## src/tcw_pkg.sv

```systemverilog
`timescale 1ns / 1ps

package tcw_pkg;

   localparam int TCW_COLUMNS = 80;
   localparam int TCW_ROWS    = 25;

   localparam int CMD_W    = 2;
   localparam int CHAR_W   = 8;
   localparam int INDEX_W  = 11;
   localparam int ENTRY_W  = 16;
   localparam int CROW_W   = 5;
   localparam int CCOL_W   = 7;
   localparam int OFFSET_W = 11;
   localparam int COLOR_W  = 8;

   localparam logic [CHAR_W-1:0]  NEWLINE_CODE = 8'd10;
   localparam logic [CHAR_W-1:0]  SPACE_CODE   = 8'd32;
   localparam logic [COLOR_W-1:0] RESET_COLOR  = 8'h07;
   localparam logic [ENTRY_W-1:0] RESET_CELL   = {RESET_COLOR, SPACE_CODE};

   typedef enum logic [CMD_W-1:0] {
      OP_PUT   = 2'd0,
      OP_BREAK = 2'd1,
      OP_CLEAR = 2'd2,
      OP_READ  = 2'd3
   } tcw_op_type;

   // controller to datapath
   typedef struct packed {
      logic take;
      logic exec;
      logic read_cell;
      logic sweep_clear;
      logic sweep_step;
      logic copy_read;
      logic fill_write;
      logic fill_init;
      logic home;
      logic load_out;
   } tcw_cmd_type;

   // datapath to controller
   typedef struct packed {
      tcw_op_type op;
      logic       pending;
      logic       at_bottom;
      logic       copy_end;
      logic       row_end;
      logic       all_end;
   } tcw_status_type;

endpackage

```

## src/tcw_ctrl.sv

```systemverilog
`timescale 1ns / 1ps

module tcw_ctrl import tcw_pkg::*; (
   input  logic           clock,
   input  logic           reset,
   input  logic           req_valid,
   output logic           req_stall,
   output logic           rsp_valid,
   input  logic           rsp_stall,
   input  tcw_status_type status,
   output tcw_cmd_type    cmd
);

   typedef enum logic [2:0] {
      ST_INIT,
      ST_IDLE,
      ST_EXEC,
      ST_COPY,
      ST_DRAIN,
      ST_BLANK,
      ST_ACT,
      ST_CLEAR
   } state_type;

   state_type state_ff, state_in;
   logic      res_pend_ff, res_pend_in;
   logic      rsp_valid_ff, rsp_valid_in;
   logic      out_free;
   logic      accept;

   assign out_free = !rsp_valid_ff || !rsp_stall;

   always_comb begin
      cmd         = '0;
      state_in    = state_ff;
      res_pend_in = res_pend_ff;
      req_stall   = 1'b1;
      accept      = 1'b0;
      unique case (state_ff)
         ST_INIT: begin
            cmd.fill_write = 1'b1;
            cmd.fill_init  = 1'b1;
            cmd.sweep_step = 1'b1;
            if (status.all_end) begin
               state_in = ST_IDLE;
            end
         end
         ST_IDLE: begin
            // hand the finished cursor to the output register, take the next transfer
            req_stall = res_pend_ff && !out_free;
            if (res_pend_ff && out_free) begin
               cmd.load_out = 1'b1;
               res_pend_in  = 1'b0;
            end
            accept = req_valid && !req_stall;
            if (accept) begin
               cmd.take = 1'b1;
               state_in = ST_EXEC;
            end
         end
         ST_EXEC: begin
            unique case (status.op)
               OP_PUT, OP_BREAK: begin
                  if (status.pending && status.at_bottom) begin
                     cmd.sweep_clear = 1'b1;
                     state_in        = ST_COPY;
                  end else begin
                     cmd.exec    = 1'b1;
                     res_pend_in = 1'b1;
                     state_in    = ST_IDLE;
                  end
               end
               OP_CLEAR: begin
                  cmd.sweep_clear = 1'b1;
                  state_in        = ST_CLEAR;
               end
               OP_READ: begin
                  cmd.read_cell = 1'b1;
                  res_pend_in   = 1'b1;
                  state_in      = ST_IDLE;
               end
               default: state_in = ST_IDLE;
            endcase
         end
         ST_COPY: begin
            cmd.copy_read  = 1'b1;
            cmd.sweep_step = 1'b1;
            if (status.copy_end) begin
               state_in = ST_DRAIN;
            end
         end
         ST_DRAIN: begin
            // last row copy lands this cycle
            state_in = ST_BLANK;
         end
         ST_BLANK: begin
            cmd.fill_write = 1'b1;
            cmd.sweep_step = 1'b1;
            if (status.row_end) begin
               state_in = ST_ACT;
            end
         end
         ST_ACT: begin
            cmd.exec    = 1'b1;
            res_pend_in = 1'b1;
            state_in    = ST_IDLE;
         end
         ST_CLEAR: begin
            cmd.fill_write = 1'b1;
            cmd.sweep_step = 1'b1;
            if (status.all_end) begin
               cmd.home    = 1'b1;
               res_pend_in = 1'b1;
               state_in    = ST_IDLE;
            end
         end
         default: state_in = ST_INIT;
      endcase
      rsp_valid_in = cmd.load_out || (rsp_valid_ff && rsp_stall);
   end

   always_ff @(posedge clock) begin
      if (reset) begin
         state_ff     <= ST_INIT;
         res_pend_ff  <= 1'b0;
         rsp_valid_ff <= 1'b0;
      end else begin
         state_ff     <= state_in;
         res_pend_ff  <= res_pend_in;
         rsp_valid_ff <= rsp_valid_in;
      end
   end

   assign rsp_valid = rsp_valid_ff;

endmodule

```

## config.mk

```make
export PLATFORM = sky130hd
export DESIGN_NAME = tcw_ctrl
export DESIGN_NICKNAME = d
export VERILOG_FILES = /design/src/tcw_pkg.sv /design/src/tcw_ctrl.sv
export SDC_FILE = /design/constraint.sdc
export NUM_CORES = 1
export LEC_CHECK = 0
export ABC_AREA = 1
export BUFFER_PORTS_ARGS = -buffer_cell sky130_fd_sc_hd__buf_2
export CORE_UTILIZATION = 30
export DETAILED_ROUTE_END_ITERATION = 8
export MAX_ROUTING_LAYER = met4
export PLACE_DENSITY = 0.56
export SLEW_MARGIN = 20
export SYNTH_ARGS = -nofsm -noshare
export SYNTH_HDL_FRONTEND = slang
export SYNTH_SLANG_ARGS = --single-unit
```

## constraint.sdc

```tcl
create_clock -name clock -period 1.42 [get_ports clock]
set_input_delay 0.142 -clock clock [delete_from_list [all_inputs] [get_ports clock]]
set_output_delay 0.142 -clock clock [all_outputs]
set_load 0.05 [all_outputs]
```

==> impl_metrics.yaml <==
sta:
  min_period_ns: 1.383
  rsz0062_at_grt: "yes"
  setup_violations: 0
  tightest_slew_ns: 0.2226
  fin_ws_ns: 0.03694
  period_share_pct: 97.40
  clock_skew_ns: 0.005252
  timing.setup.tns_ns: 0
  hold_viol: 0
  relSlewSlack_pct: 85.00
  fmax_mhz: 723.0
  finalMaxSlewViolations: 0
status:
  status: "finished clean"
floorplan:
  die_w_um: 40.10
  fp-row-count: 13
  io-pin-count: 23
  core_area_um2: 1318
  start_util_pct: 33.05
  die-area_um2: 1608
  die_h_um: 40.10
final_layout:
  num-fill-cells: 144
  regArea_um2: 108.9
  drive_gt1_share_pct: 47.17
  instances_no_fill: 121
  final_nets: 118
  antennaDiodeCount: 0
  multiInputGateArea_um2: 294.0
  synthToLayoutAreaGrowth_pct: 55.75
  fin_util_pct: 51.47
logic_synthesis:
  yosys.area.top_type: "dfxtp_1"
  synthFlopType: "dfxtp_1"
  synth.distinct_cells: 15
  syn-num-nets: 88
  synth_top_area_share_pct: 22.99
  synth_commonest_cells: "23 x nand2_1, 10 x inv_1, 9 x nand3_1, 8 x a21oi_1, 8 x nor2_1"
  postSynthAreaPerCell_um2: 5.655
  postSynthCellCount: 77
  netlist_area_um2: 435.4
  ys_top_cells_by_area: "dfxtp_1 23%, nand2_1 20%, nand3_1 10%, a21oi_1 9.2%, inv_1 8.6%"
  synthMostInstantiatedCell: "nand2_1"
  synth_warnings: 0
  async_reset_ff_share_pct: 0
  synth_edf_count: 0
  yosysSeqAreaShare_pct: 22.99
  synth-seq-cells: 5
routing:
  vias_per_cell: 4.612
  totalWireLength_mm: 1.125
  drtPass1Iterations: 4
  num_vias: 558
  wl_per_cell_um: 9.298
  ant_nets: 0
  drt-initial-drc-count: 3
  drc: 0
setup_path:
  cp_max_fo: 7
  required_ns: 1.28
  crit_family: "flip-flops"
  slowest_stage: "dfxtp_4"
  crit_type: "flip-flop to output pin"
  cp_slowest_stage_delay_ns: 0.40
  critPathArrivalTime_ns: 1.24
  crit_path_start_kind: "flip-flop"
  crit_path_end_kind: "output pin"
  cp_num_buf_inv: 2
  path_cells: "nand3_1 > buf_4 > nor2_1 > clkbuf_4"
global_route:
  grt_pass1_wl_mm: 1.738
  grt_pass1_vias: 463
  grt_max_degree: 9
  antenna_found_initial: 0
  grt.total_usage_pct: 17.59
  overflow: 0
clocking:
  clk_latency_ns: 0.25
  clk_path_buf_depth: 2
  numCtsBuffers: 3
  cts.clk_slew.worst_paths_ns: 0.05
  cts-htree-levels: 1
  tritoncts: "yes"
  root_buffer: "clkbuf_4"
  cts_sinks: 5
  postCtsHoldBufs: 0
hold_path:
  hp-class: "primary input to flip-flop"
pwr:
  vdd_ir_drop_max_v: 0.001965
  combPwrFrac_pct: 73.8
  p_total_mw: 1.852
  pwr_density_cell_nw_per_um2: 2730
  p_leak_nw: 0.3857
  p_seq_share_pct: 17.0
  clockPowerShare_pct: 9.2
  swShare_pct: 58.35
  power.switching_mw: 1.080
  internal_power_mw: 0.7711
placement:
  pre_cts_slack_ns: 0.1152
  gp_congestion: 0.8205
  io_buffer_count: 22
  place_inst: 114
  hpwl_um: 921.6
flow_run:
  cap_violations: 0
[through the flow]
step                      hold slack [ns]  area (um^2)
after global routing               0.1134        678.2
final                              0.1096        678.2
after CTS                         0.09650        610.6
after detailed placement           0.3674        564.3
after floorplan                    0.2111        442.9
after global placement             0.3680        564.3
[routing by layer]
metal	share of wire, %	GRT usage [%]	vias up
met4	0	7.759	0
met5	0	-	-
li1	-	-	302
met1	41	16.83	245
met2	53	28.63	11
met3	6.7	10.00	0
[timing repair]
item	in CTS	in global routing
gates resized for setup	9	15
setup buffers	0	3
pin swaps	0	1
endpoints found under the setup margin	6	6
[state kept, by name, summed over array words and instances (netlist names)]
signal,count
state_ff,3
rsp_valid,1
res_pend_ff,1
[power by group through the flow]
stage               combinational, mW  sequential [mW]  clock (mW)
floorplan                        1.02            0.239           0
global placement                 1.19            0.279           0
detailed placement               1.18            0.278           0
CTS                              1.24            0.286       0.176
global route                     1.48            0.325       0.185
finish                           1.37            0.315       0.170
[final timing paths]
path,slack [ns],end,from,cells past startpoint
max,0.04,cmd[1],state_ff[2],4
min,0.11,state_ff[1],reset,2
max reg2reg,0.20,state_ff[0],state_ff[2],7
min reg2reg,0.47,res_pend_ff,res_pend_ff,2
[area by class of cell]
cell class	instances	share of cell area (%)
clock buffers	4	3.875
inverters	13	7.196
flip-flops and latches	5	16.05
well taps	15	2.768
multi-input cells	57	43.36
repair buffers	27	26.75
[logic make-up (layout without fill, tap and decap cells)]
logic type             count (synthesis)  after routing  share of synthesized area, %
AND/OR/NAND/NOR                       46             46                         47.41
AO/OA/AOI/OAI                         11             11                         13.22
flip-flops                             5              5                         22.99
buffers and inverters                 15             44                         16.38
[cell usage in the layout, fill, tap and decap left out]
master,Yosys,final
dfxtp_4,0,2
nor3_2,0,1
buf_4,0,5
nand3_2,1,2
nor2_4,1,2
nor2_1,8,5
dfxtp_2,0,1
a21oi_1,8,8
nand2_1,23,20
buf_2,0,16
o211ai_1,1,1
clkbuf_1,0,1
inv_2,3,4
nor2_2,2,4
dfxtp_1,5,2
inv_1,10,9
clkbuf_4,0,4
nand2_2,1,4
nand3_1,9,8
buf_6,2,5
o21ai_0,2,2
(Power assumes the default switching activity.)
